## config.mk

```make
export PLATFORM = sky130hd
export DESIGN_NAME = rrect_back
export DESIGN_NICKNAME = d
export VERILOG_FILES = /design/src/rtl/rrect_pkg.sv /design/src/rtl/rrect_back.sv
export SDC_FILE = /design/constraint.sdc
export NUM_CORES = 2
export LEC_CHECK = 0
export BUFFER_PORTS_ARGS = -buffer_cell sky130_fd_sc_hd__buf_2
export CAP_MARGIN = 0
export CORE_ASPECT_RATIO = 1.4
export CORE_MARGIN = 5
export CORE_UTILIZATION = 53
export DETAILED_ROUTE_END_ITERATION = 12
export MAX_ROUTING_LAYER = met4
export PLACE_DENSITY_LB_ADDON = 0.3
export SLEW_MARGIN = 20
export SYNTH_ARGS = -nofsm -noshare
export SYNTH_HDL_FRONTEND = slang
export SYNTH_SLANG_ARGS = --single-unit
```

## constraint.sdc

```tcl
create_clock -name clk -period 32.6 [get_ports clk]
set_clock_uncertainty 0.1 [all_clocks]
set_input_delay 6.52 -clock clk [delete_from_list [all_inputs] [get_ports clk]]
set_output_delay 6.52 -clock clk [all_outputs]
set_load 0.03 [all_outputs]
```

## src/rtl/rrect_pkg.sv

```systemverilog
// ----------------------------------------------------------------------------
// rrect_pkg
// Shared types and constants for the rounded rectangle alpha fill unit.
// ----------------------------------------------------------------------------
package rrect_pkg;

  // Defaults for top level parameters
  localparam int COORD_WIDTH_DEF = 16;
  localparam int MID_DEPTH_DEF   = 2;
  localparam int OUT_DEPTH_DEF   = 2;

  // Field widths
  localparam int PXW        = 15;   // pixel coordinate
  localparam int CLRW       = 32;   // pixel / color word
  localparam int ALW        = 8;    // alpha
  localparam int CHW        = 8;    // one color channel
  localparam int NCH        = 3;    // blended channels (B, G, R)
  localparam int CLIP_FW    = 16;   // one clip window field
  localparam int CFG_IDX_W  = 3;
  localparam int CFG_DATA_W = 64;

  // Internal arithmetic widths
  localparam int EW  = 20;          // signed coordinate math
  localparam int RW  = 15;          // clamped radius and corner offsets
  localparam int SQW = 2 * RW;      // squared offsets
  localparam int DW  = RW + 1;      // coverage divisor 2r-1
  localparam int QW  = 9;           // coverage quotient, 0..256

  localparam logic [QW-1:0]  COV_FULL     = QW'(256);
  localparam logic [ALW-1:0] ALPHA_OPAQUE = ALW'(255);

  // Register map
  typedef enum logic [CFG_IDX_W-1:0] {
    REG_RECT_LEFT     = 3'd0,
    REG_RECT_TOP      = 3'd1,
    REG_RECT_WIDTH    = 3'd2,
    REG_RECT_HEIGHT   = 3'd3,
    REG_CORNER_RADIUS = 3'd4,
    REG_FILL_COLOR    = 3'd5,
    REG_FILL_ALPHA    = 3'd6,
    REG_CLIP_WINDOW   = 3'd7
  } cfg_reg_t;

  // Settings the back end needs, derived in the front end
  typedef struct packed {
    logic [CLRW-1:0] fill_color;
    logic [ALW-1:0]  fill_alpha;
    logic [SQW-1:0]  rsq;      // r*r
    logic [SQW-1:0]  inner;    // (r-1)*(r-1)
    logic [DW-1:0]   dvs;      // 2r-1
  } fe_cfg_t;

  // Classified pixel request passed from front to back
  typedef struct packed {
    logic [CLRW-1:0] bg;
    logic            draw;
    logic            corner;
    logic [RW-1:0]   dx;
    logic [RW-1:0]   dy;
  } mid_item_t;

endpackage

```

## src/rtl/rrect_back.sv

```systemverilog
// ----------------------------------------------------------------------------
// rrect_back
// Shading pipeline: corner distance, coverage divider (one quotient bit
// per stage), alpha scaling and per-channel blend.
// ----------------------------------------------------------------------------
module rrect_back import rrect_pkg::*; (
  input  logic            clk,
  input  logic            rst_n,
  input  fe_cfg_t         cfg,
  input  mid_item_t       mid_item,
  input  logic            mid_empty,
  output logic            mid_pop,
  input  logic            out_full,
  output logic            out_push,
  output logic            out_we,
  output logic [CLRW-1:0] out_value
);

  typedef struct packed {
    logic [CLRW-1:0] bg;
    logic            draw;
    logic            corner;
    logic            cut;    // outside the rounded corner
    logic            band;   // in the anti-aliased corner band
  } tag_t;

  // Whole pipeline advances together; stalls only on a full result queue
  logic adv;
  logic v1_r, v2_r, v3_r, va_r, vb_r;
  logic dv_r [QW];

  assign adv      = !(vb_r && out_full);
  assign mid_pop  = adv && !mid_empty;
  assign out_push = vb_r && !out_full;

  always_ff @(posedge clk) begin
    if (!rst_n) begin
      v1_r <= 1'b0;
      v2_r <= 1'b0;
      v3_r <= 1'b0;
      va_r <= 1'b0;
      vb_r <= 1'b0;
      for (int i = 0; i < QW; i++) begin
        dv_r[i] <= 1'b0;
      end
    end else if (adv) begin
      v1_r  <= !mid_empty;
      v2_r  <= v1_r;
      v3_r  <= v2_r;
      dv_r[0] <= v3_r;
      for (int i = 1; i < QW; i++) begin
        dv_r[i] <= dv_r[i-1];
      end
      va_r <= dv_r[QW-1];
      vb_r <= va_r;
    end
  end

  // Stage 1: squares of the corner offsets
  tag_t           tag1_r;
  logic [SQW-1:0] sqx_r, sqy_r;

  always_ff @(posedge clk) begin
    if (adv) begin
      tag1_r.bg     <= mid_item.bg;
      tag1_r.draw   <= mid_item.draw;
      tag1_r.corner <= mid_item.corner;
      tag1_r.cut    <= 1'b0;
      tag1_r.band   <= 1'b0;
      sqx_r         <= mid_item.dx * mid_item.dx;
      sqy_r         <= mid_item.dy * mid_item.dy;
    end
  end

  // Stage 2: squared distance
  tag_t         tag2_r;
  logic [SQW:0] d2_r;

  always_ff @(posedge clk) begin
    if (adv) begin
      tag2_r <= tag1_r;
      d2_r   <= {1'b0, sqx_r} + {1'b0, sqy_r};
    end
  end

  // Stage 3: corner classification and coverage numerator
  tag_t          tag3_r, tag3_nxt;
  logic [DW-1:0] diff3_r;
  logic [SQW:0]  diff_full;
  logic          is_cut;

  assign diff_full = d2_r - {1'b0, cfg.inner};
  assign is_cut    = tag2_r.corner && (d2_r > {1'b0, cfg.rsq});

  always_comb begin
    tag3_nxt      = tag2_r;
    tag3_nxt.cut  = is_cut;
    tag3_nxt.band = tag2_r.corner && !is_cut && (d2_r > {1'b0, cfg.inner});
  end

  always_ff @(posedge clk) begin
    if (adv) begin
      tag3_r  <= tag3_nxt;
      diff3_r <= diff_full[DW-1:0];
    end
  end

  // Coverage divider: (diff * 256) / (2r-1), one quotient bit per stage.
  // diff never exceeds the divisor, so the first step yields the top bit.
  tag_t          dtag_r [QW];
  logic [DW-1:0] drem_r [QW];
  logic [QW-1:0] dq_r   [QW];
  logic [DW:0]   t_w    [QW];
  logic [QW-1:0] qin_w  [QW];
  tag_t          tin_w  [QW];

  for (genvar gi = 0; gi < QW; gi++) begin : g_div
    logic          bit_w;
    logic [DW:0]   sub_w;

    if (gi == 0) begin : g_first
      assign t_w[gi]   = {1'b0, diff3_r};
      assign qin_w[gi] = '0;
      assign tin_w[gi] = tag3_r;
    end else begin : g_next
      assign t_w[gi]   = {drem_r[gi-1], 1'b0};
      assign qin_w[gi] = dq_r[gi-1];
      assign tin_w[gi] = dtag_r[gi-1];
    end

    assign bit_w = t_w[gi] >= {1'b0, cfg.dvs};
    assign sub_w = t_w[gi] - {1'b0, cfg.dvs};

    always_ff @(posedge clk) begin
      if (adv) begin
        dtag_r[gi] <= tin_w[gi];
        drem_r[gi] <= bit_w ? sub_w[DW-1:0] : t_w[gi][DW-1:0];
        dq_r[gi]   <= {qin_w[gi][QW-2:0], bit_w};
      end
    end
  end

  // Alpha stage: scale alpha by coverage in the corner band
  tag_t               taga_r;
  logic [ALW-1:0]     paa_r;
  logic [QW-1:0]      cov;
  logic [ALW+QW-1:0]  prod;

  assign cov  = COV_FULL - dq_r[QW-1];
  assign prod = cfg.fill_alpha * cov;

  always_ff @(posedge clk) begin
    if (adv) begin
      taga_r <= dtag_r[QW-1];
      paa_r  <= dtag_r[QW-1].band ? prod[ALW +: ALW] : cfg.fill_alpha;
    end
  end

  // Blend stage: per channel (fill*a + bg*(255-a)) >> 8; an opaque pixel takes the fill color as is
  logic [ALW-1:0]   inv;
  logic [2*CHW-1:0] ch_sum [NCH];
  logic [CLRW-1:0]  blended;
  logic             we_nxt;
  logic [CLRW-1:0]  val_nxt;

  assign inv = ALPHA_OPAQUE - paa_r;

  always_comb begin
    blended = '0;
    for (int c = 0; c < NCH; c++) begin
      ch_sum[c] = cfg.fill_color[c*CHW +: CHW] * paa_r
                + taga_r.bg[c*CHW +: CHW] * inv;
      blended[c*CHW +: CHW] = ch_sum[c][CHW +: CHW];
    end
    we_nxt  = taga_r.draw && !taga_r.cut && (paa_r != '0);
    val_nxt = taga_r.bg;
    if (we_nxt) begin
      val_nxt = (paa_r == ALPHA_OPAQUE) ? cfg.fill_color : blended;
    end
  end

  always_ff @(posedge clk) begin
    if (adv) begin
      out_we    <= we_nxt;
      out_value <= val_nxt;
    end
  end

`ifndef NO_ASSERTIONS
  // coverage numerator never exceeds the divisor in the band
  a_band_num: assert property (@(posedge clk) disable iff (!rst_n)
    v3_r && tag3_r.band |-> diff3_r <= cfg.dvs)
    else $error("coverage numerator above divisor");

  // divider output stays within full coverage
  a_quot_range: assert property (@(posedge clk) disable iff (!rst_n)
    dv_r[QW-1] && dtag_r[QW-1].band |-> dq_r[QW-1] <= COV_FULL)
    else $error("coverage quotient out of range");

  // scaled alpha never exceeds the global opacity
  a_alpha_scale: assert property (@(posedge clk) disable iff (!rst_n)
    va_r && taga_r.band |-> paa_r <= cfg.fill_alpha)
    else $error("scaled alpha above fill alpha");

  // a stalled result holds its value
  a_stall_hold: assert property (@(posedge clk) disable iff (!rst_n)
    vb_r && out_full |=> vb_r && $stable(out_value) && $stable(out_we))
    else $error("result changed while stalled");
`endif

endmodule

```

* Word level (Yosys, flattened, before mapping)
Memories as Yosys holds them, arrays and structs flattened. A register that Yosys moved wholly into a read port is not among the register bits.
Index checks and enable logic that the tools add are counted.
** Operators by class
- Add/subtract/negate cells :: 16
- Multiply operators :: 9
- Div/mod/pow operators :: 0
- $lt $le $gt $ge :: 11
- Equal/unequal tests :: 1
- Shift operators :: 0
- Mux-type cells :: 25
- Bitwise operators :: 9
- Reduce and logical (&&, ||, !) cells :: 16
** Operators with widths (number)
- 16-bit subtractor :: 10
- 16-bit two-way mux :: 9
- 17-bit by 16-bit >= comparator with 1-bit output :: 8
- 8-bit by 8-bit multiplier with 16-bit output :: 6
- 32-bit two-way mux :: 2
- 31-bit by 30-bit greater-than comparator with 1-bit output :: 2
- 15-bit by 15-bit multiplier with 30-bit output :: 2
- 16-bit adder :: 3
- 30-bit by 30-bit adder with 31-bit output :: 1
- 16-bit >= comparator :: 1
- 8-bit by 9-bit multiplier with 16-bit output :: 1
- 1-bit two-way mux :: 13
- 1-bit bitwise OR :: 9
- 9-bit subtractor (first input constant) :: 1
- 8-bit == test (second input constant) :: 1
- 1-bit logical AND :: 8
- 8-bit two-way mux :: 1
- 8-bit nonzero test :: 1
- 8-bit subtractor (first input constant) :: 1
- 1-bit logical NOT :: 7
** Word-level totals
- Register bits :: 290
- Latch bits :: 0
- Memory bits (writable) :: 558
- ROM bits :: 0
- Input port bits :: 184
- Output and inout bits :: 35
- Logic and storage cells :: 116
- Memories :: 4
** Memories
- dtag_r :: depth 9, bits a word 36, read ports 9, clocked after memory_dff 0, wr ports 9, line rrect_back.sv:110 : tag_t dtag_r [QW];
- drem_r :: depth 9, bits a word 16, read ports 8, clocked after memory_dff 0, wr ports 9, line rrect_back.sv:111 : logic [DW-1:0] drem_r [QW];
- dq_r :: depth 9, bits a word 9, read ports 9, clocked after memory_dff 0, wr ports 9, line rrect_back.sv:112 : logic [QW-1:0] dq_r [QW];
- dv_r :: depth 9, bits a word 1, read ports 9, clocked after memory_dff 1, wr ports 9, line rrect_back.sv:30 : logic dv_r [QW];

* Logic depth before layout (Yosys ltp)
- Word-level depth :: 5
- Gate-level depth with buffers :: 25
- Gate-level depth less buffers :: 23

* Worst setup path after synthesis
OpenSTA, ideal clock, no wires.
- Path kind :: input to register
- Start point :: input out_full
- End point :: memory dv_r[0], data pin
- Library setup time :: 0.281 ns
- Arrival :: 29.434 ns
- Required time :: 32.219 ns
- Slack :: 2.785 ns
- Stages on the path :: 5
- Buffers on the path :: 2
- Cells stage by stage :: and2_1 clkbuf_1 inv_1 clkbuf_1 and3_1
** RTL lines
- start: declaration :: line rrect_back.sv:13 : input logic out_full,
- end: declaration :: line rrect_back.sv:30

* Worst setup path in the final report
- Start point :: input out_full
- End point :: output mid_pop
** Between the ends
- Longest elaborated chain between the ends :: 3
** RTL lines
- 1-bit logical AND :: line rrect_back.sv:32 : assign adv = !(vb_r && out_full);
- 1-bit logical NOT :: line rrect_back.sv:32
- 1-bit logical AND :: line rrect_back.sv:33 : assign mid_pop = adv && !mid_empty;
- end: declaration :: line rrect_back.sv:12 : output logic mid_pop,
Every way passes these cells.

==> impl_metrics.toml <==
[floorplan]
pin_count = 219
chipWidth_um = 299
initial_utilization_pct = 53.4
core_area_um2 = 116000
die_y_um = 415
row_count = 148
fp.dieArea_um2 = 124000

[timing]
max_freq_ghz = 0.0719
period_minus_slack_ps = 13900
slew_violations = 0
relSlewSlack_pct = 28.5
rsz0062_at_grt = "no"
finalHoldViolations = 0
fin_crit_sh_pct = 42.6
setup_viol = 0
finalSetupTns_ps = 0
tightest_slew_ps = 1060

[drt]
route.vias.total = 39000
drt-initial-drc-count = 1962
drtAntennaViolNets = 0
drtPass1Iterations = 5
vias_per_cell = 5.40
remaining_drc_errors = 0
routedWlPerCell_um = 17.2
wl_mm = 124

[synthesis]
synth-seq-cells = 785
synth_edf_count = 780
syn_area_um2 = 62100
yosysSeqAreaShare_pct = 37.9
yosysTopAreaCell = "edfxtp_1"
async_flop_share_pct = 0
synth.most_common_cell = "inv_1"
synthTopCellsByCount = "inv_1, edfxtp_1, ha_1"
synthTopCellsByArea = "edfxtp_1, fa_1, ha_1"
syn_avg_cell_area_um2 = 11.4
synth_cell_type_count = 81
yosys_warnings = 0
synth_top_area_share_pct = 37.7
synth.net_count = 6856
syn-instance-count = 5442
synth_flop_cell = "edfxtp_1"

[job]
timing.max_cap.violations = 0

[run_status]
status = "finished clean"

[worst_setup_path]
worstSetupPathType = "input port to primary output"
arrival_ps = 7280
critPathMaxStageDelay_ps = 270
start_kind = "input port"
worst_path_most_repeated_cell = "buf_2"
cp_max_fo = 8
crit_chain = "buf_2 -> and2_1 -> nor2_1 -> buf_2"
critPathCaptureType = "primary output"
required_ps = 25980
reg2reg_depth = 19
cp_slowest_cell = "and2_1"

[clock_tree]
cts_tree = "yes"
post_cts_buffers = 0
clkTransAtPathRegs_ps = 60
cts_buffer_depth = 3
numCtsBuffers = 81
cts_max_level = 3
cts_resized = 0
clk_latency_ps = 650
cts_root_buf = "clkbuf_16"
clkSinkCount = 785
cts_hold_buf = 0

[global_route]
grt_pass1_vias = 42100
antenna_found_initial = 9
grt_max_degree = 128
grt_pass1_wl_mm = 207
overflow = 0
track_usage_pct = 21.0

[layout]
n_fill_cell = 9626
nets = 7058
area_delta_synth_final_pct = 8.40
final_layout_size_suffix_gt1_share_pct = 8.62

[min_path]
whs_path_depth = 0
min_path_type = "flip-flop to flip-flop"

[placement]
port_buffers = 218
hpwlAfterDp_mm = 93.2
gp_congestion = 0.856
kinds of logic (layout without fill, tap and decap cells):
group | Yosys count | in the layout | share of synthesized area (%)
and+or+nand+nor | 1332 | 1332 | 11.0
adders and majority gates | 1230 | 1230 | 32.2
AOI/OAI and AO/OA | 638 | 638 | 6.80
DFF | 785 | 785 | 37.9
xor gates and xnor gates | 221 | 221 | 3.12
muxes | 121 | 121 | 2.20
other | 0 | 5 | 0
buffers and inverters | 1115 | 1379 | 6.83
layout make-up:
| cell class | count | area (µm²) | share of cell area, % |
|---|---|---|---|
| tap | 1500 | 1880 | 2.79 |
| sequential | 785 | 23500 | 35.0 |
| clock buffer | 101 | 2100 | 3.12 |
| antenna | 5 | 12.5 | 0.0186 |
| inverter | 996 | 3750 | 5.57 |
| multi-input combinational | 3542 | 34300 | 51.0 |
| clock inverter | 44 | 468 | 0.696 |
| timing repair buffer | 238 | 1240 | 1.85 |
registers in the layout, summed over array words and instances, names as in the netlist, 8 cells and up:
register / flops
d2_r: 31
diff3_r: 16
dq_r: 45
drem_r: 128
dtag_r: 315
dv_r: 9
out_value: 32
paa_r: 8
sqx_r: 29
sqy_r: 29
tag1_r: 34
tag2_r: 34
tag3_r: 35
taga_r: 34
metrics by stage:
| stage | hold slack (ps) | util [%] | area, µm² | std cells | worst slack (ps) |
|---|---|---|---|---|---|
| 6_report | 286 | 57.9 | 67300 | 7211 | 18700 |
| 5_1_grt | 296 | 57.9 | 67300 | 7211 | 18630 |
| 4_1_cts | 279 | 57.8 | 67300 | 7206 | 18680 |
| 3_5_place_dp | 305 | 55.6 | 64700 | 7061 | 18690 |
| 3_3_place_gp | 300 | 55.6 | 64700 | 7061 | 18690 |
| 2_1_floorplan | 300 | - | 62100 | 5442 | 2790 |
critical path, delay by kind of cell:
| kind | cells | cell delay [ps] |
|---|---|---|
| buf+inv | 2 | 330 |
| simple gates | 2 | 430 |
worst paths after layout:
check	startpoint	to	slack, ps
setup / recovery	out_full	mid_pop	18700
hold / removal	dtag_r[0][0]$_DFFE_PN_	dtag_r[0][36]$_DFFE_PN_	290
setup reg to reg	paa_r[1]$_DFFE_PN_	out_value[23]$_DFFE_PN_	25980
hold reg to reg	dtag_r[0][0]$_DFFE_PN_	dtag_r[0][36]$_DFFE_PN_	290
cells in the final DEF, fill, tap and decap left out, types with 111 or more instances in the layout:
cell and count:
a21oi_1 189, and2_1 225, buf_2 218, edfxtp_1 780, fa_1 608, ha_1 622
inv_1 991, nand2_1 380, nor2_1 183, nor2b_1 185, o21ai_0 111, xnor2_1 165
routing by layer:
layer	vias up	global-route usage (%)	routed length (µm)
li1	18500	-	-
met5	-	-	0
met2	829	37.9	66200
met4	0	6.54	3680
met3	245	2.77	5260
met1	19400	24.3	48700
Power is left out: the tool's default activity adds up to more than one toggle a clock period on the data nets, which glitch-free logic cannot reach.
