**src/rtl/rrect_pkg.sv**
```systemverilog
// ----------------------------------------------------------------------------
// rrect_pkg
// Shared types and constants for the rounded rectangle alpha fill unit.
// ----------------------------------------------------------------------------
package rrect_pkg;

  // Defaults for top level parameters
  localparam int COORD_WIDTH_DEF = 16;
  localparam int MID_DEPTH_DEF   = 2;
  localparam int OUT_DEPTH_DEF   = 2;

  // Field widths
  localparam int PXW        = 15;   // pixel coordinate
  localparam int CLRW       = 32;   // pixel / color word
  localparam int ALW        = 8;    // alpha
  localparam int CHW        = 8;    // one color channel
  localparam int NCH        = 3;    // blended channels (B, G, R)
  localparam int CLIP_FW    = 16;   // one clip window field
  localparam int CFG_IDX_W  = 3;
  localparam int CFG_DATA_W = 64;

  // Internal arithmetic widths
  localparam int EW  = 20;          // signed coordinate math
  localparam int RW  = 15;          // clamped radius and corner offsets
  localparam int SQW = 2 * RW;      // squared offsets
  localparam int DW  = RW + 1;      // coverage divisor 2r-1
  localparam int QW  = 9;           // coverage quotient, 0..256

  localparam logic [QW-1:0]  COV_FULL     = QW'(256);
  localparam logic [ALW-1:0] ALPHA_OPAQUE = ALW'(255);

  // Register map
  typedef enum logic [CFG_IDX_W-1:0] {
    REG_RECT_LEFT     = 3'd0,
    REG_RECT_TOP      = 3'd1,
    REG_RECT_WIDTH    = 3'd2,
    REG_RECT_HEIGHT   = 3'd3,
    REG_CORNER_RADIUS = 3'd4,
    REG_FILL_COLOR    = 3'd5,
    REG_FILL_ALPHA    = 3'd6,
    REG_CLIP_WINDOW   = 3'd7
  } cfg_reg_t;

  // Settings the back end needs, derived in the front end
  typedef struct packed {
    logic [CLRW-1:0] fill_color;
    logic [ALW-1:0]  fill_alpha;
    logic [SQW-1:0]  rsq;      // r*r
    logic [SQW-1:0]  inner;    // (r-1)*(r-1)
    logic [DW-1:0]   dvs;      // 2r-1
  } fe_cfg_t;

  // Classified pixel request passed from front to back
  typedef struct packed {
    logic [CLRW-1:0] bg;
    logic            draw;
    logic            corner;
    logic [RW-1:0]   dx;
    logic [RW-1:0]   dy;
  } mid_item_t;

endpackage

```
**src/rtl/rrect_fifo.sv**
```systemverilog
// ----------------------------------------------------------------------------
// rrect_fifo
// Small synchronous queue; full/empty status is decoded from a registered count.
// ----------------------------------------------------------------------------
module rrect_fifo import rrect_pkg::*; #(
  parameter int WIDTH = 8,
  parameter int DEPTH = 2
) (
  input  logic             clk,
  input  logic             rst_n,
  input  logic             push,
  input  logic [WIDTH-1:0] wdata,
  output logic             full,
  input  logic             pop,
  output logic [WIDTH-1:0] rdata,
  output logic             empty
);

  localparam int AW = $clog2(DEPTH);

  logic [WIDTH-1:0] mem_r [DEPTH];
  logic [AW-1:0]    wr_ptr_r, rd_ptr_r;
  logic [AW:0]      count_r, count_nxt;
  logic             push_ok, pop_ok;

  assign full    = (count_r == (AW+1)'(DEPTH));
  assign empty   = (count_r == '0);
  assign push_ok = push && !full;
  assign pop_ok  = pop && !empty;
  assign rdata   = mem_r[rd_ptr_r];

  // occupancy
  always_comb begin
    count_nxt = count_r;
    if (push_ok && !pop_ok) begin
      count_nxt = count_r + (AW+1)'(1);
    end else if (pop_ok && !push_ok) begin
      count_nxt = count_r - (AW+1)'(1);
    end
  end

  // pointers and count; pointers wrap at the last entry
  always_ff @(posedge clk) begin
    if (!rst_n) begin
      wr_ptr_r <= '0;
      rd_ptr_r <= '0;
      count_r  <= '0;
    end else begin
      count_r <= count_nxt;
      if (push_ok) begin
        wr_ptr_r <= (wr_ptr_r == AW'(DEPTH-1)) ? '0 : wr_ptr_r + AW'(1);
      end
      if (pop_ok) begin
        rd_ptr_r <= (rd_ptr_r == AW'(DEPTH-1)) ? '0 : rd_ptr_r + AW'(1);
      end
    end
  end

  // storage
  always_ff @(posedge clk) begin
    if (push_ok) begin
      mem_r[wr_ptr_r] <= wdata;
    end
  end

endmodule

```
**config.mk**
```make
export PLATFORM = sky130hd
export DESIGN_NAME = rrect_fifo
export DESIGN_NICKNAME = d
export VERILOG_FILES = /design/src/rtl/rrect_pkg.sv /design/src/rtl/rrect_fifo.sv
export SDC_FILE = /design/constraint.sdc
export NUM_CORES = 1
export LEC_CHECK = 0
export BUFFER_PORTS_ARGS = -buffer_cell sky130_fd_sc_hd__clkbuf_2
export CAP_MARGIN = 20
export CORE_MARGIN = 2
export CORE_UTILIZATION = 45
export DETAILED_ROUTE_END_ITERATION = 7
export PLACE_DENSITY_LB_ADDON = 0.12
export SYNTH_ARGS = -nofsm -noshare
export SYNTH_HDL_FRONTEND = slang
export SYNTH_SLANG_ARGS = --single-unit
```
**constraint.sdc**
```tcl
create_clock -name clk -period 4.4 [get_ports clk]
set_input_delay 0.22 -clock clk [delete_from_list [all_inputs] [get_ports clk]]
set_output_delay 0.22 -clock clk [all_outputs]
set_load 0.02 [all_outputs]
```
=== Yosys cells after proc, flatten, opt, wreduce, memory -nomap -nowiden ===
Memories as Yosys holds them, arrays and structs flattened. A register that Yosys moved wholly into a read port is not among the register bits.
Index checks and enable logic that the tools add are counted.

* Bits in registers: 4
* Memory bits (writable): 16
* Output and inout port bits: 10
* Word-level logic and storage cells: 27
* Memories: 1

* Add/sub/neg operators: 4
* Equal/unequal tests: 1
* Mux-type cells: 8
* Reduce and logical (&&, ||, !) cells: 10

{| class="wikitable"
|+ Memories
! name !! depth !! width !! rd ports !! clocked after memory_dff !! write ports !! RTL line !! text
|-
| mem_r || 2 || 8 || 1 || 1 || 1 || rrect_fifo.sv:21 || <nowiki>logic [WIDTH-1:0] mem_r [DEPTH];</nowiki>
|}

{| class="wikitable"
|+ Operators by type and width
! cell !! number
|-
| $mux W1 || 6
|-
| $logic_and A1 B1 Y1 || 4
|-
| $logic_not A1 Y1 || 4
|-
| $mux W2 || 2
|-
| $add A1 B1 Y1 const B || 2
|-
| $add A2 B1 Y2 const B || 1
|-
| $eq A2 B2 Y1 const B || 1
|-
| $logic_not A2 Y1 || 1
|-
| $reduce_bool A2 Y1 || 1
|-
| $sub A2 B1 Y2 const B || 1
|}

=== Depth between registers and ports, before layout ===
Gate-level depths: netlist of run 1.

* Depth after elaboration: 7
* Mapped depth: 7

=== Least setup slack after synthesis of run 1 ===
No wires, ideal clock.

* Path kind: reg2reg
* From: register count_r[0]
* To: register count_r[1]
* Library setup time: 0.070 ns
* Arrival time: 1.462 ns
* Slack: 2.868 ns
* Cell stages (with the launch flop): 7
* Clock period less this slack: 1.532 ns
* Cells stage by stage: dfxtp_1 > nand2b_1 > inv_2 > nor2_1 > ha_1 > or3_1 > a21boi_1

* Cells in the longest elaborated chain, start to end: 6
* Elaborated cells between the ends (all ways): 15

{| class="wikitable"
|+ RTL lines
! element !! RTL line !! text
|-
| from (decl) || rrect_fifo.sv:23 || <nowiki>logic [AW:0] count_r, count_nxt;</nowiki>
|-
| from (signal assigned) || rrect_fifo.sv:49 || <nowiki>count_r <= count_nxt;</nowiki>
|-
| $eq A2 B2 Y1 (*) || rrect_fifo.sv:26 || <nowiki>assign full = (count_r == (AW+1)'(DEPTH));</nowiki>
|-
| named net full || rrect_fifo.sv:13 || <nowiki>output logic full,</nowiki>
|-
| $logic_not A1 Y1 (*) || rrect_fifo.sv:28 || <nowiki>assign push_ok = push && !full;</nowiki>
|-
| $logic_and A1 B1 Y1 (*) || rrect_fifo.sv:28 ||
|-
| named net push_ok || rrect_fifo.sv:24 || <nowiki>logic push_ok, pop_ok;</nowiki>
|-
| $logic_not A1 Y1 || rrect_fifo.sv:37 || <nowiki>end else if (pop_ok && !push_ok) begin</nowiki>
|-
| $logic_and A1 B1 Y1 || rrect_fifo.sv:37 ||
|-
| $reduce_bool A2 Y1 (no source line) || -- ||
|}

The timed path passes the listed nets; every way through them passes the cells marked *. The select of a mux whose other input is x is not followed.
A chain may end at the register's enable or synchronous reset.

==> results of run 1 <==
## area by class of cell
| class | instances | area share, % |
|---|---|---|
| timing repair buffer | 21 | 10.9 |
| inverter | 2 | 0.776 |
| multi-input combinational | 26 | 22.4 |
| tap | 25 | 3.23 |
| clock buffer | 4 | 2.72 |
| sequential | 21 | 60.0 |
## power by group
group	leakage [nW]	switching, mW	internal, mW
Clock	0.0150	0.0516	0.0352
Sequential	0.191	0.0259	0.253
Combinational	0.177	0.104	0.0855
Total	0.383	0.182	0.374
## per-stage QoR
stage	worst slack, ns	hold WS, ns	cells	utilization (%)
final	2.78	0.113	99	56.6
after global routing	2.70	0.0914	99	56.6
after CTS	2.76	0.106	99	56.6
after detailed placement	2.85	0.415	95	55.1
after global placement	2.83	0.409	95	55.1
after floorplan	2.87	0.319	50	-
## layout by cell type (no fill, tap or decap), types with 2 or more instances in the layout
master,n
mux2_2,8
clkbuf_2,21
and2_1,3
clkbuf_4,3
dfxtp_1,5
edfxtp_1,16
nor2_1,2
xnor2_1,2
## sequential cells by signal, indices dropped and copies added (netlist names), named ones only
register and cells:
mem_r 16, wr_ptr_r 1, count_r 2, rd_ptr_r 1
## worst max-delay path, cell delays in order, from the launching register on
cell	delay (ns)
dfxtp_1	0.56
mux2_2	0.39
clkbuf_2	0.15
## worst min-delay path by stage
stage,to,slack [ns],from,cells after the start
4_1_cts,mem_r[1][1],0.11,wdata[1],1
2_1_floorplan,mem_r[0][0],0.32,wdata[0],0
6_report,mem_r[1][1],0.11,wdata[1],1
3_3_place_gp,mem_r[0][3],0.41,wdata[3],1
3_5_place_dp,mem_r[0][3],0.41,wdata[3],1
5_1_grt,mem_r[1][1],0.09,wdata[1],1
## logic make-up after synthesis
kind of cell,after synthesis
simple gates,9
fa+ha+maj,1
flops,21
buf+inv,3
compound gates,5
xor+xnor,3
mux,8
## layer usage
layer / track usage [%] / up-vias
li1: - / 231
met1: 13.8 / 208
met3: 2.35 / 0
met2: 16.1 / 13
met4: 6.86 / 0
met5: 0 / -
==> results.json, run 1 <==
{
  "outcome": "completed",
  "endpoint": "rdata[0]",
  "r2r_slack_ns": 2.84,
  "grt_start_max_net_pins": 12,
  "syn_area_per_cell_sq_um": 16.2,
  "wl_met3_um": 67,
  "clock.fmax_mhz": 619,
  "yosysSeqAreaShare_pct": 71.7,
  "critPathArrivalTime_ns": 1.40,
  "post_dp_cell_area_sq_um": 941,
  "endpoint_kind": "primary output",
  "gp_congestion": 0.664,
  "rsz0062_at_grt": "no",
  "synth_top_area_cell": "edfxtp_1",
  "drc_errors": 0,
  "p_per_area_nw_per_um2": 574,
  "synth-xor-area-share_pct": 3.25,
  "setup_violations": 0,
  "synthesis.instances": 50,
  "worstReg2RegStart": "count_r[0]",
  "holdCritPathClass": "in -> reg",
  "r2r_cells": 6,
  "wl_um": 1090,
  "wl_met2_um": 504,
  "ys_ff_latch": 21,
  "fin_crit_sh_pct": 36.7,
  "startpoint_type": "flop",
  "grt_pass1_wl_um": 1490,
  "antenna_found_initial": 0,
  "critPathRequiredTime_ns": 4.18,
  "diodes": 0,
  "htreeDepth": 1,
  "maxCapViolCount": 0,
  "wl_per_cell_um": 11.0,
  "synth_fa_ha_area_share_pct": 1.55,
  "grt_overflow": 0,
  "synthTopCellsByCount": "16 x edfxtp_1, 8 x mux2_2, 5 x dfxtp_1",
  "vias": 452,
  "clk-insertion-delay-late_ns": 0.29,
  "die_y_um": 46.4,
  "async_flop_share_pct": 0,
  "post_cts_buffers": 0,
  "crit_fanout": 8,
  "skew_ns": 0.00805,
  "netlist_area_sq_um": 810,
  "crit_type": "reg -> out",
  "worstMarginPinSlew_ns": 0.676,
  "via_per_inst": 4.57,
  "drtIter0Drc": 5,
  "drv_slew": 0,
  "p_leak_nw": 0.383,
  "cts_tree": "built",
  "synth_edf_count": 16,
  "core_sq_um": 1710,
  "yosysTopAreaCellShare_pct": 59.4,
  "synthMuxAreaShare_pct": 11.1,
  "grt_pass1_vias": 374,
  "rows": 15,
  "holdBufCountCts": 0,
  "finalInstanceArea_sq_um": 967,
  "area_delta_synth_final_pct": 19.5,
  "power_mw": 0.555,
  "synth_compound_area_share_pct": 4.02,
  "multi_input_area_sq_um": 216,
  "slew_headroom_pct": 54.7,
  "synth_fp_nets": 63,
  "postCtsResizedCells": 0,
  "drive_gt1_share_pct": 45.9,
  "postRouteAntennaNets": 0,
  "clock-sinks": 21,
  "synthDistinctLibCells": 20,
  "highest_layer": "met3",
  "r2r_end": "count_r[1]",
  "synth_top_family_by_area": "multiplexers",
  "yosysMostFrequentCell": "edfxtp_1",
  "final_nets": 88,
  "port-buffer-count": 21,
  "dieArea_sq_um": 2150,
  "dr.pass1.iters": 3,
  "synthSimpleGateAreaFrac_pct": 6.80,
  "vdd_drop_max_mv": 0.291,
  "floorplan.initialDensity_pct": 47.4,
  "synth.area.top_cells": "edfxtp_1 59%, dfxtp_1 12%, mux2_2 11%",
  "fin_setup_tns_ns": 0,
  "clock_path_buffers": 2,
  "fin_crit_ns": 1.62,
  "cts-buffers-inserted": 3,
  "wl_met1_um": 521,
  "ios": 22,
  "track_usage_pct": 10.7,
  "synth_warnings": 0,
  "seq_area_sq_um": 581,
  "die_w_um": 46.4,
  "hold_violations": 0,
  "n_fill_cell": 144,
  "ys.flop_type": "edfxtp_1",
  "clkSlewWorstSetupHoldPaths_ns": 0.11,
  "root_buffer": "clkbuf_4"
}
Note: power is estimated with default switching activity, not from simulation.
==> run 2: changes to the inputs <==
CORE_UTILIZATION = 44   (was 45)
clock period = 1.3 ns   (was 4.4 ns; I/O delays follow)
==> run 2 against run 1 <==
  * The flow now finishes with violations (setup timing)
  * Cell count grew 18%
  * Flip-flop and latch count is the same
  * Critical path depth grew 5
  * Routed wire length grew 23%
  * Register-to-register slack lost 2.9 ns
  * Clock power grew to 3.5 times the previous value
  * Total power grew to 4.2 times the previous value
  * Final area grew 31%
  * Worst hold slack lost 0.096 ns
  * Sequential power grew to 3.5 times the previous value
  * Non-clock buffer count grew 18
  * First-iteration DRC count shrank 20%
  * Critical path type is now reg -> reg
  * Critical endpoint is now count_r[1]
  * Highest routed layer unchanged
==> results.json, run 2 (synthesis gave the netlist of run 1 again) <==
{
  "grt_pass1_vias": 467,
  "cts-buffers-inserted": 3,
  "crit_family": "simple AND/OR/NAND/NOR gates",
  "cts_tree": "built",
  "wl_met3_um": 41,
  "skew_ns": 0.00620,
  "fin_crit_sh_pct": 108,
  "fin_crit_ns": 1.40,
  "crit_fanout": 3,
  "outcome": "finished, violations left",
  "antenna_found_initial": 0,
  "core_sq_um": 1730,
  "drive_gt1_share_pct": 57.6,
  "gp_congestion": 0.788,
  "port-buffer-count": 21,
  "p_leak_nw": 0.517,
  "endpoint_kind": "flop",
  "largest_reg_flops": 16,
  "violations": "setup timing",
  "fin_util_pct": 73.1,
  "root_buffer": "clkbuf_4",
  "htreeDepth": 1,
  "power_mw": 2.36,
  "grt_start_max_net_pins": 12,
  "top_regs": "mem_r: 16 flops, count_r: 2 flops",
  "ios": 22,
  "setup_slack_ns": -0.100,
  "regMostFlops": "mem_r",
  "drv_slew": 0,
  "final_cell_mix": "16 x edfxtp_1, 12 x clkbuf_2, 10 x buf_6",
  "rsz0062_at_grt": "yes",
  "p_per_area_nw_per_um2": 1870,
  "diodes": 0,
  "postRouteAntennaNets": 0,
  "vdd_drop_max_mv": 1.28,
  "area_delta_synth_final_pct": 56.0,
  "holdCritPathClass": "in -> reg",
  "n_fill_cell": 120,
  "worstMarginPinSlew_ns": 0.185,
  "hold_path_end": "wr_ptr_r",
  "drc_errors": 0,
  "wl_met2_um": 794,
  "instances_no_fill": 117,
  "maxCapViolCount": 0,
  "wl_met1_um": 512,
  "hold_violations": 0,
  "setup_violations": 9,
  "grt_overflow": 0,
  "clock-sinks": 21,
  "startpoint_type": "flop",
  "slew_headroom_pct": 87.6,
  "wl_per_cell_um": 11.5,
  "critPathArrivalTime_ns": 1.63,
  "highest_layer": "met3",
  "r2r_cells": 7,
  "rows": 15,
  "die_w_um": 46.9,
  "crit_type": "reg -> reg",
  "dpl.cell_count": 103,
  "worstReg2RegStart": "count_r[0]",
  "dr.pass1.iters": 2,
  "drtIter0Drc": 4,
  "path_cells": "nand2b_4, inv_4, nor2_4, ha_4, xor2_2, or3_1, a21boi_1",
  "clkSlewWorstSetupHoldPaths_ns": 0.11,
  "final_common_cell": "edfxtp_1",
  "vias": 543,
  "fin_setup_tns_ns": -0.732,
  "wl_um": 1350,
  "final_nets": 106,
  "crit_path_max_incr_delay_ns": 0.35,
  "via_per_inst": 4.64,
  "die_y_um": 46.9,
  "clock_path_buffers": 2,
  "track_usage_pct": 12.5,
  "worst-path-buf-inv": 1,
  "dieArea_sq_um": 2200,
  "grt_pass1_wl_um": 1810,
  "clk-insertion-delay-late_ns": 0.29,
  "r2r_slack_ns": -0.10,
  "min_from": "rst_n",
  "pre_cts_slack_ns": -0.125,
  "clock.fmax_mhz": 714,
  "whs_path_depth": 2,
  "cp_slowest_cell": "dfxtp_2",
  "floorplan.initialDensity_pct": 46.9,
  "critPathRequiredTime_ns": 1.53,
  "r2r_end": "count_r[1]"
}
==> run 2: layout make-up <==
| cell class | instances | area, sq um | area share (%) |
|---|---|---|---|
| clock buffers | 4 | 26.3 | 2.08 |
| flip-flops and latches | 21 | 587 | 46.5 |
| well taps | 25 | 31.3 | 2.48 |
| multi-input cells | 26 | 290 | 23.0 |
| inverters | 2 | 10.0 | 0.793 |
| repair buffers | 39 | 318 | 25.2 |
==> run 2: report_power, final <==
group,internal (mW),switching [mW]
combinational,0.628,0.453
clock,0.119,0.183
sequential,0.870,0.107
total,1.62,0.743
==> run 2: stage by stage <==
stage          area, sq um  hold WS (ns)
4_1_cts               1130        0.0187
5_1_grt               1260       0.00853
3_3_place_gp          1010         0.254
3_5_place_dp          1010         0.258
6_report              1260        0.0175
2_1_floorplan          823         0.164
==> run 2: worst max path at each step <==
stage | startpoint | to | slack (ns) | cells after the start
floorplan | count_r[0] | count_r[1] | -0.11 | 7
global route | count_r[0] | count_r[1] | -0.17 | 7
detailed placement | count_r[1] | count_r[1] | -0.12 | 5
global placement | count_r[1] | count_r[1] | -0.07 | 5
CTS | count_r[0] | count_r[1] | -0.11 | 7
finish | count_r[0] | count_r[1] | -0.10 | 7
==> run 2: layer usage <==
metal  track usage (%)  vias to the layer above
li1                  -                      268
met4              6.67                        0
met5                 0                        -
met1              12.7                      263
met2              22.2                       12
met3              4.62                        0
==> run 2: repair_timing <==
| item | 4_1_cts | 5_1_grt |
|---|---|---|
| resized for setup | 4 | 40 |
| buffers inserted | 0 | 2 |
| pin swaps | 0 | 2 |
| setup endpoints to repair | 9 | 12 |
| endpoints found under the hold margin | 16 | 0 |
| hold buffers | 8 | 0 |
