File: src/rtl/rrect_pkg.sv
// ----------------------------------------------------------------------------
// rrect_pkg
// Shared types and constants for the rounded rectangle alpha fill unit.
// ----------------------------------------------------------------------------
package rrect_pkg;

  // Defaults for top level parameters
  localparam int COORD_WIDTH_DEF = 16;
  localparam int MID_DEPTH_DEF   = 2;
  localparam int OUT_DEPTH_DEF   = 2;

  // Field widths
  localparam int PXW        = 15;   // pixel coordinate
  localparam int CLRW       = 32;   // pixel / color word
  localparam int ALW        = 8;    // alpha
  localparam int CHW        = 8;    // one color channel
  localparam int NCH        = 3;    // blended channels (B, G, R)
  localparam int CLIP_FW    = 16;   // one clip window field
  localparam int CFG_IDX_W  = 3;
  localparam int CFG_DATA_W = 64;

  // Internal arithmetic widths
  localparam int EW  = 20;          // signed coordinate math
  localparam int RW  = 15;          // clamped radius and corner offsets
  localparam int SQW = 2 * RW;      // squared offsets
  localparam int DW  = RW + 1;      // coverage divisor 2r-1
  localparam int QW  = 9;           // coverage quotient, 0..256

  localparam logic [QW-1:0]  COV_FULL     = QW'(256);
  localparam logic [ALW-1:0] ALPHA_OPAQUE = ALW'(255);

  // Register map
  typedef enum logic [CFG_IDX_W-1:0] {
    REG_RECT_LEFT     = 3'd0,
    REG_RECT_TOP      = 3'd1,
    REG_RECT_WIDTH    = 3'd2,
    REG_RECT_HEIGHT   = 3'd3,
    REG_CORNER_RADIUS = 3'd4,
    REG_FILL_COLOR    = 3'd5,
    REG_FILL_ALPHA    = 3'd6,
    REG_CLIP_WINDOW   = 3'd7
  } cfg_reg_t;

  // Settings the back end needs, derived in the front end
  typedef struct packed {
    logic [CLRW-1:0] fill_color;
    logic [ALW-1:0]  fill_alpha;
    logic [SQW-1:0]  rsq;      // r*r
    logic [SQW-1:0]  inner;    // (r-1)*(r-1)
    logic [DW-1:0]   dvs;      // 2r-1
  } fe_cfg_t;

  // Classified pixel request passed from front to back
  typedef struct packed {
    logic [CLRW-1:0] bg;
    logic            draw;
    logic            corner;
    logic [RW-1:0]   dx;
    logic [RW-1:0]   dy;
  } mid_item_t;

endpackage

File: src/rtl/rrect_front.sv
// ----------------------------------------------------------------------------
// rrect_front
// Settings registers and pixel classifier: rectangle and clip tests,
// radius clamp and distance past the inner corner square.
// ----------------------------------------------------------------------------
module rrect_front import rrect_pkg::*; #(
  parameter int COORD_WIDTH = COORD_WIDTH_DEF
) (
  input  logic                  clk,
  input  logic                  rst_n,
  input  logic                  cfg_we,
  input  logic [CFG_IDX_W-1:0]  cfg_addr,
  input  logic [CFG_DATA_W-1:0] cfg_wdata,
  input  logic                  in_push,
  output logic                  in_full,
  input  logic [PXW-1:0]        in_pixel_x,
  input  logic [PXW-1:0]        in_pixel_y,
  input  logic [CLRW-1:0]       in_background,
  output logic                  mid_push,
  output mid_item_t             mid_item,
  input  logic                  mid_full,
  output fe_cfg_t               cfg_o
);

  localparam logic signed [EW-1:0] ZERO_E = '0;
  localparam logic signed [EW-1:0] ONE_E  = EW'(1);

  // Settings registers
  logic signed [COORD_WIDTH-1:0] left_r, top_r, width_r, height_r, radius_r;
  logic [CLRW-1:0]               color_r;
  logic [ALW-1:0]                alpha_r;
  logic [CFG_DATA_W-1:0]         clip_r;

  always_ff @(posedge clk) begin
    if (!rst_n) begin
      left_r   <= '0;
      top_r    <= '0;
      width_r  <= '0;
      height_r <= '0;
      radius_r <= '0;
      color_r  <= '0;
      alpha_r  <= '0;
      clip_r   <= '0;
    end else if (cfg_we) begin
      case (cfg_reg_t'(cfg_addr))
        REG_RECT_LEFT:     left_r   <= cfg_wdata[COORD_WIDTH-1:0];
        REG_RECT_TOP:      top_r    <= cfg_wdata[COORD_WIDTH-1:0];
        REG_RECT_WIDTH:    width_r  <= cfg_wdata[COORD_WIDTH-1:0];
        REG_RECT_HEIGHT:   height_r <= cfg_wdata[COORD_WIDTH-1:0];
        REG_CORNER_RADIUS: radius_r <= cfg_wdata[COORD_WIDTH-1:0];
        REG_FILL_COLOR:    color_r  <= cfg_wdata[CLRW-1:0];
        REG_FILL_ALPHA:    alpha_r  <= cfg_wdata[ALW-1:0];
        REG_CLIP_WINDOW:   clip_r   <= cfg_wdata;
        default: ;
      endcase
    end
  end

  // Sign-extended settings
  logic signed [EW-1:0] left_e, top_e, width_e, height_e, radius_e;
  logic signed [EW-1:0] half_w, half_h, r_pos, r_cw, rc_nxt;

  assign left_e   = EW'(left_r);
  assign top_e    = EW'(top_r);
  assign width_e  = EW'(width_r);
  assign height_e = EW'(height_r);
  assign radius_e = EW'(radius_r);

  // Halves truncate toward zero
  assign half_w = $signed(width_e + {{(EW-1){1'b0}}, width_e[EW-1]}) >>> 1;
  assign half_h = $signed(height_e + {{(EW-1){1'b0}}, height_e[EW-1]}) >>> 1;

  // Radius clamp: at least 0, at most half width, then half height
  always_comb begin
    r_pos  = (radius_e < ZERO_E) ? ZERO_E : radius_e;
    r_cw   = (r_pos > half_w) ? half_w : r_pos;
    rc_nxt = (r_cw > half_h) ? half_h : r_cw;
  end

  // Derived settings, first level
  logic signed [EW-1:0] rc_r;
  logic [CLIP_FW:0]     clip_xe_r, clip_ye_r;

  always_ff @(posedge clk) begin
    rc_r      <= rc_nxt;
    clip_xe_r <= {1'b0, clip_r[0 +: CLIP_FW]} + {1'b0, clip_r[2*CLIP_FW +: CLIP_FW]};
    clip_ye_r <= {1'b0, clip_r[CLIP_FW +: CLIP_FW]} + {1'b0, clip_r[3*CLIP_FW +: CLIP_FW]};
  end

  // Derived settings, second level
  logic [RW-1:0]        rc_u, rc_m1;
  logic signed [EW-1:0] wr1_r, hr1_r;
  logic [SQW-1:0]       rsq_r, inner_r;
  logic [DW-1:0]        dvs_r;

  assign rc_u  = rc_r[RW-1:0];
  assign rc_m1 = rc_u - RW'(1);

  always_ff @(posedge clk) begin
    wr1_r   <= width_e - ONE_E - rc_r;
    hr1_r   <= height_e - ONE_E - rc_r;
    rsq_r   <= rc_u * rc_u;
    inner_r <= rc_m1 * rc_m1;
    dvs_r   <= {rc_u, 1'b0} - DW'(1);
  end

  assign cfg_o.fill_color = color_r;
  assign cfg_o.fill_alpha = alpha_r;
  assign cfg_o.rsq        = rsq_r;
  assign cfg_o.inner      = inner_r;
  assign cfg_o.dvs        = dvs_r;

  // Pipeline control: freezes only when the last stage cannot hand off
  logic adv;
  logic s0_v_r, s1_v_r, s2_v_r;

  assign adv      = !(s2_v_r && mid_full);
  assign in_full  = !adv;
  assign mid_push = s2_v_r && !mid_full;

  always_ff @(posedge clk) begin
    if (!rst_n) begin
      s0_v_r <= 1'b0;
      s1_v_r <= 1'b0;
      s2_v_r <= 1'b0;
    end else if (adv) begin
      s0_v_r <= in_push;
      s1_v_r <= s0_v_r;
      s2_v_r <= s1_v_r;
    end
  end

  // Stage 0: input register
  logic [PXW-1:0]  px0_r, py0_r;
  logic [CLRW-1:0] bg0_r;

  always_ff @(posedge clk) begin
    if (adv && in_push) begin
      px0_r <= in_pixel_x;
      py0_r <= in_pixel_y;
      bg0_r <= in_background;
    end
  end

  // Stage 1: offsets from the rectangle origin, clip test
  logic signed [EW-1:0] u1_r, v1_r;
  logic                 ok1_r, clip_ok;
  logic [CLRW-1:0]      bg1_r;

  assign clip_ok = (CLIP_FW'(px0_r) >= clip_r[0 +: CLIP_FW])
                && ((CLIP_FW+1)'(px0_r) < clip_xe_r)
                && (CLIP_FW'(py0_r) >= clip_r[CLIP_FW +: CLIP_FW])
                && ((CLIP_FW+1)'(py0_r) < clip_ye_r);

  always_ff @(posedge clk) begin
    if (adv) begin
      u1_r  <= $signed(EW'(px0_r)) - left_e;
      v1_r  <= $signed(EW'(py0_r)) - top_e;
      ok1_r <= clip_ok && (alpha_r != '0);
      bg1_r <= bg0_r;
    end
  end

  // Stage 2: rectangle test and corner offsets
  logic                 rect_ok, draw;
  logic                 x_lo, x_hi, y_lo, y_hi;
  logic signed [EW-1:0] dx_e, dy_e;

  always_comb begin
    rect_ok = (u1_r >= ZERO_E) && (u1_r < width_e)
           && (v1_r >= ZERO_E) && (v1_r < height_e);
    draw    = ok1_r && rect_ok;
    x_lo    = u1_r < rc_r;
    x_hi    = u1_r > wr1_r;
    y_lo    = v1_r < rc_r;
    y_hi    = v1_r > hr1_r;
    dx_e    = ZERO_E;
    if (x_lo) begin
      dx_e = rc_r - u1_r;
    end else if (x_hi) begin
      dx_e = u1_r - wr1_r;
    end
    dy_e = ZERO_E;
    if (y_lo) begin
      dy_e = rc_r - v1_r;
    end else if (y_hi) begin
      dy_e = v1_r - hr1_r;
    end
  end

  always_ff @(posedge clk) begin
    if (adv) begin
      mid_item.bg     <= bg1_r;
      mid_item.draw   <= draw;
      mid_item.corner <= draw && (rc_r > ZERO_E) && (x_lo || x_hi) && (y_lo || y_hi);
      mid_item.dx     <= dx_e[RW-1:0];
      mid_item.dy     <= dy_e[RW-1:0];
    end
  end

endmodule

File: config.mk
export PLATFORM = sky130hd
export DESIGN_NAME = rrect_front
export DESIGN_NICKNAME = d
export VERILOG_FILES = /design/src/rtl/rrect_pkg.sv /design/src/rtl/rrect_front.sv
export SDC_FILE = /design/constraint.sdc
export NUM_CORES = 2
export LEC_CHECK = 0
export BUFFER_PORTS_ARGS = -buffer_cell sky130_fd_sc_hd__buf_2
export CORE_MARGIN = 8
export CORE_UTILIZATION = 50
export DETAILED_ROUTE_END_ITERATION = 8
export PLACE_DENSITY = 0.76
export SYNTH_ARGS = -nofsm -noshare
export SYNTH_HDL_FRONTEND = slang
export SYNTH_SLANG_ARGS = --single-unit
File: constraint.sdc
create_clock -name clk -period 13.7 [get_ports clk]
set_input_delay 1.37 -clock clk [delete_from_list [all_inputs] [get_ports clk]]
set_output_delay 1.37 -clock clk [all_outputs]
set_load 0.01 [all_outputs]
## After elaboration in Yosys (flattened, before gate mapping)

Cells that the tools add are included.

| word-level totals | value |
|---|---|
| flip-flop bits (word level) | 550 |
| output and inout port bits | 182 |

| operators by class | value |
|---|---|
| add/sub/neg operators | 16 |
| multiply operators | 2 |
| magnitude comparators | 16 |
| equality and inequality tests | 7 |
| multiplexer cells | 7 |
| reduce and logical (&&, ||, !) cells | 28 |

Operator list:

| kind | count |
|---|---|
| 15-bit by 15-bit multiplier with 30-bit output | 2 |
| 15-bit 2-to-1 mux | 4 |
| 20-bit 2-to-1 mux | 3 |
| 15-bit subtractor | 4 |
| 17-bit by 20-bit greater-than comparator with 1-bit output | 2 |
| 20-bit by 16-bit greater-than comparator with 1-bit output | 2 |
| 17-bit by 20-bit less-than comparator with 1-bit output | 2 |
| 17-bit by 20-bit subtractor with 20-bit output | 2 |
| 16-bit by 16-bit adder with 17-bit output | 2 |
| 16-bit by 2-bit adder with 17-bit output | 2 |
| 17-bit by 1-bit >= comparator with 1-bit output, second input constant | 2 |
| 15-bit by 17-bit less-than comparator with 1-bit output | 2 |
| 17-bit by 16-bit less-than comparator with 1-bit output | 2 |
| 16-bit by 16-bit subtractor with 17-bit output | 2 |
| 16-bit by 2-bit subtractor with 17-bit output, second input constant | 2 |
| 15-bit by 16-bit >= comparator with 1-bit output | 2 |
| 20-bit by 1-bit greater-than comparator with 1-bit output, second input constant | 1 |
| 16-bit by 1-bit less-than comparator with 1-bit output, second input constant | 1 |
| 2-bit AND reduction | 8 |
| 16-bit by 1-bit subtractor with 16-bit output, second input constant | 1 |
| 15-bit by 1-bit subtractor with 15-bit output, second input constant | 1 |
| 1-bit logical AND | 14 |
| 3-bit equality test, second input constant | 4 |
| 8-bit nonzero test | 1 |
| other kinds (5) | 8 |

## Depth between registers and ports, before layout

| depth | value |
|---|---|
| depth after elaboration | 8 |
| gate-level depth with buffers | 33 |
| gate-level depth less buffers | 31 |

## Worst setup path after synthesis

Ideal clock, no wire load.

| path | value |
|---|---|
| path type | reg2reg |
| start point | reg rc_r[1] |
| end point | reg inner_r[29] |
| library setup time | 0.072 ns |
| arrival time | 7.898 ns |
| data required time | 13.628 ns |
| slack | 5.729 ns |
| stages on the path, launching flop included | 29 |
| buffers on the path | 1 |
| period minus slack after synthesis | 7.971 ns |
| path through | dfxtp_1 > clkbuf_1 > clkinv_1 > ha_1 > and3_1 > nand2_1 > nor3_1 > xnor2_1 > clkinv_1 > nor2_1 > inv_1 > fa_1 > fa_1 > inv_1 > fa_1 > fa_1 > fa_1 > inv_1 > fa_1 > inv_1 > ha_1 > and3_1 > o2bb2ai_1 > a311oi_2 > o21ai_2 > a31o_2 > a31o_2 > a21oi_2 > xnor2_1 |

| between the ends | value |
|---|---|
| word-level cells in the longest chain between the ends | 2 |

Ends and longest elaborated chain:

| element | line | RTL |
|---|---|---|
| from (decl) | rrect_front.sv:81 | `logic signed [EW-1:0] rc_r;` |
| from (signal assigned) | rrect_front.sv:85 | `rc_r <= rc_nxt;` |
| 15-bit by 1-bit subtractor with 15-bit output | rrect_front.sv:97 | `assign rc_m1 = rc_u - RW'(1);` |
| net rc_m1[8] | rrect_front.sv:91 | `logic [RW-1:0] rc_u, rc_m1;` |
| 15-bit by 15-bit multiplier with 30-bit output | rrect_front.sv:103 | `inner_r <= rc_m1 * rc_m1;` |
| to (signal assigned) | rrect_front.sv:103 |  |
| to (decl) | rrect_front.sv:93 | `logic [SQW-1:0] rsq_r, inner_r;` |

The timed path passes the listed nets, and every way through them passes these cells.
A chain may end at the register's enable or synchronous reset.

## Worst setup path in the final report

Same ends and word-level chain as after synthesis.

==> flow_metrics.tcl <==
set metrics [dict create \
    max_clock_freq_mhz 107 \
    htreeDepth 2 \
    drv_cap 0 \
    drt_iter0_drc 1864 \
    area_growth_pct 11.8 \
    hold_violations 0 \
    synth_most_common_cell "inv_1" \
    rsz0062_at_grt "false" \
    ys_seq_area_share_pct 31.9 \
    slowest_delay_ps 710 \
    synthDistinctLibCells 79 \
    wl_met3_microns 6290 \
    cts_setup_buffers 0 \
    rows 103 \
    wl_met2_microns 47300 \
    endpoint_kind "flop" \
    synthFlopType "dfxtp_1" \
    cp-start-kind "flop" \
    grt_overflow_total 0 \
    cp.required_ps 14280 \
    grt_max_degree 118 \
    fill_cells 7035 \
    setup_viol_count_final 0 \
    cpMostUsedCell "fa_1" \
    port_buffers 312 \
    layout-drive-gt1-share_pct 10.7 \
    cts_buffer_depth 3 \
    grt_pass1_wl_microns 161000 \
    dr.pass1.iters 6 \
    routabilityCongestion 0.919 \
    hpwlAfterDp_microns 78500 \
    finalClockSkew_ps 31.0 \
    fp.coreArea_sq_um 79100 \
    root_buffer "clkbuf_16" \
    path_clk_slew_ps 60 \
    die-area_sq_um 89300 \
    synthArstFlopShare_pct 0 \
    ys_ff_latch 542 \
    slew_viol_final 0 \
    synth.area.top_cells "dfxtp_1 17%, ha_1 16%, edfxtp_1 14%, fa_1 14%, inv_1 6.4%" \
    drc 0 \
    clk_latency_ps 640 \
    die_width_microns 299 \
    die_h_microns 299 \
    hold_path_class "reg -> reg" \
    worstMarginPinSlew_ps 1140 \
    fin_crit_sh_pct 68.1 \
    yosys-top-cells-count "682 x inv_1, 563 x nand2_1, 502 x ha_1" \
    wire_per_inst_microns 17.8 \
    grt_antenna_before_repair 4 \
    initial_core_util_pct 50.6 \
    drt-met1-wl_microns 42900 \
    outcome "completed" \
    synth_edf_count 193 \
    final.min_clock_period_ps 9330 \
    tns_ps 0 \
    track_usage_pct 22.1 \
    drt-total-wl_microns 101000 \
    cts_resized 0 \
    synth_area_sq_um 40000 \
    worstPathMaxFanout 17 \
    yosysWarningCount 0 \
    synth_top_area_share_pct 17.5 \
    top_layer "met5" \
    critPathKind "reg -> reg" \
    clock-sinks 542 \
    num_vias 30200 \
    yosysTopAreaCell "dfxtp_1" \
    nets 5467 \
    vias_per_cell 5.35 \
    pin_count 316 \
    grt_pass1_vias 30700 \
    cts_buffers 59 \
    cts_tree "built" \
    ant_nets 0 \
    syn_avg_cell_area_sq_um 9.41 \
    cp_slowest_cell "xnor2_1" \
    syn_inst 4253 \
    postCtsHoldBufs 0 \
    critPathArrivalTime_ps 9910 \
    max_slew_margin_pct 23.7 \
]
[final timing paths]
check                           slack [ps]                start  cells after the start                     end
worst min register to register         410  bg1_r[17]$_DFFE_PN_                      0  mid_item[49]$_DFFE_PN_
worst min-delay path                   410  bg1_r[17]$_DFFE_PN_                      0  mid_item[49]$_DFFE_PN_
worst max-delay path                  4370      rc_r[1]$_DFF_P_                     27     inner_r[29]$_DFF_P_
worst max register to register        4370      rc_r[1]$_DFF_P_                     27     inner_r[29]$_DFF_P_
[flip-flops by register name, summed over array words and instances, names as in the netlist, 16 cells and up]
| name | count |
|---|---|
| bg0_r | 32 |
| width_r | 16 |
| hr1_r | 20 |
| radius_r | 16 |
| clip_ye_r | 17 |
| clip_r | 64 |
| top_r | 16 |
| clip_xe_r | 17 |
| v1_r | 17 |
| bg1_r | 32 |
| height_r | 16 |
| mid_item | 64 |
| color_r | 32 |
| u1_r | 17 |
| rsq_r | 29 |
| rc_r | 16 |
| inner_r | 28 |
| wr1_r | 20 |
| left_r | 16 |
[layer usage]
metal / vias up / track usage (%)
li1: 14600 / -
met4: 4 / 8.78
met5: - / 0
met2: 959 / 37.5
met1: 14400 / 27.9
met3: 254 / 3.77
[worst max-delay path: cells and delay by family (launching register included)]
| family | cells | cell delay (ps) |
|---|---|---|
| DFF | 1 | 580 |
| adders and majority gates | 8 | 3910 |
| and+or+nand+nor | 4 | 780 |
| xor gates and xnor gates | 2 | 830 |
| AOI/OAI and AO/OA | 7 | 1740 |
| buffers and inverters | 6 | 1450 |
[per-stage QoR]
step	std cells	instance area [sq um]	worst slack, ps	util, %	hold slack (ps)
final	5650	44700	4370	56.5	414
after global routing	5649	44700	3840	56.5	423
after CTS	5648	44700	4440	56.5	418
after detailed placement	5536	42700	4480	54.0	405
after global placement	5536	42700	4740	54.0	400
after floorplan	4254	40000	5730	-	386
[cell type report]
type	count	area, sq um	area share [%]
Sequential cell	542	12800	28.6
Antenna cell	2	5.00	0.0112
Tap cell	1050	1310	2.94
Inverter	694	2610	5.82
Clock inverter	28	304	0.680
Timing Repair Buffer	340	1770	3.97
Multi-Input combinational cell	2910	24200	54.1
Clock buffer	84	1730	3.88
[cells by family after synthesis]
family                   after synthesis  share of synthesized area [%]
AND/OR/NAND/NOR                     1130                           12.3
multiplexers                          30                          0.788
buffers and inverters                802                           7.61
other                                  2                         0.0188
XOR/XNOR                             213                           4.70
flip-flops                           542                           31.9
adder cells (fa/ha/maj)              786                           29.9
AO/OA/AOI/OAI                        748                           12.7
[layout by cell type, fill, tap and decap left out, types with 10 or more instances in the layout]
| cell type | synthesis | layout |
|---|---|---|
| o21ai_0 | 92 | 92 |
| nor2b_1 | 54 | 54 |
| nand2_1 | 563 | 562 |
| o211ai_1 | 11 | 11 |
| buf_4 | 6 | 29 |
| clkbuf_8 | 0 | 10 |
| clkinv_1 | 10 | 11 |
| xnor2_1 | 163 | 163 |
| a21o_1 | 88 | 88 |
| xor2_1 | 48 | 48 |
| a21oi_1 | 156 | 156 |
| nor4_1 | 13 | 13 |
| clkbuf_1 | 90 | 12 |
| o22ai_1 | 15 | 15 |
| buf_2 | 4 | 311 |
| edfxtp_1 | 193 | 193 |
| fa_1 | 284 | 284 |
| nor2_1 | 247 | 245 |
| ha_1 | 502 | 502 |
| a31oi_1 | 21 | 19 |
| mux2i_1 | 18 | 18 |
| dfxtp_1 | 349 | 349 |
| and3_1 | 22 | 22 |
| inv_1 | 682 | 682 |
| clkinv_2 | 0 | 12 |
| mux2_2 | 12 | 12 |
| o21ai_1 | 13 | 13 |
| nand2b_1 | 45 | 45 |
| nor3_1 | 47 | 47 |
| o21bai_1 | 20 | 20 |
| o21a_1 | 22 | 22 |
| nand3_1 | 68 | 68 |
| clkbuf_16 | 0 | 62 |
| or3_1 | 26 | 26 |
| a21boi_0 | 202 | 202 |
| a211oi_1 | 18 | 18 |
| nand4_1 | 20 | 20 |
Power is left out: the tool's default activity adds up to more than one toggle a clock period on the data nets, which glitch-free logic cannot reach.
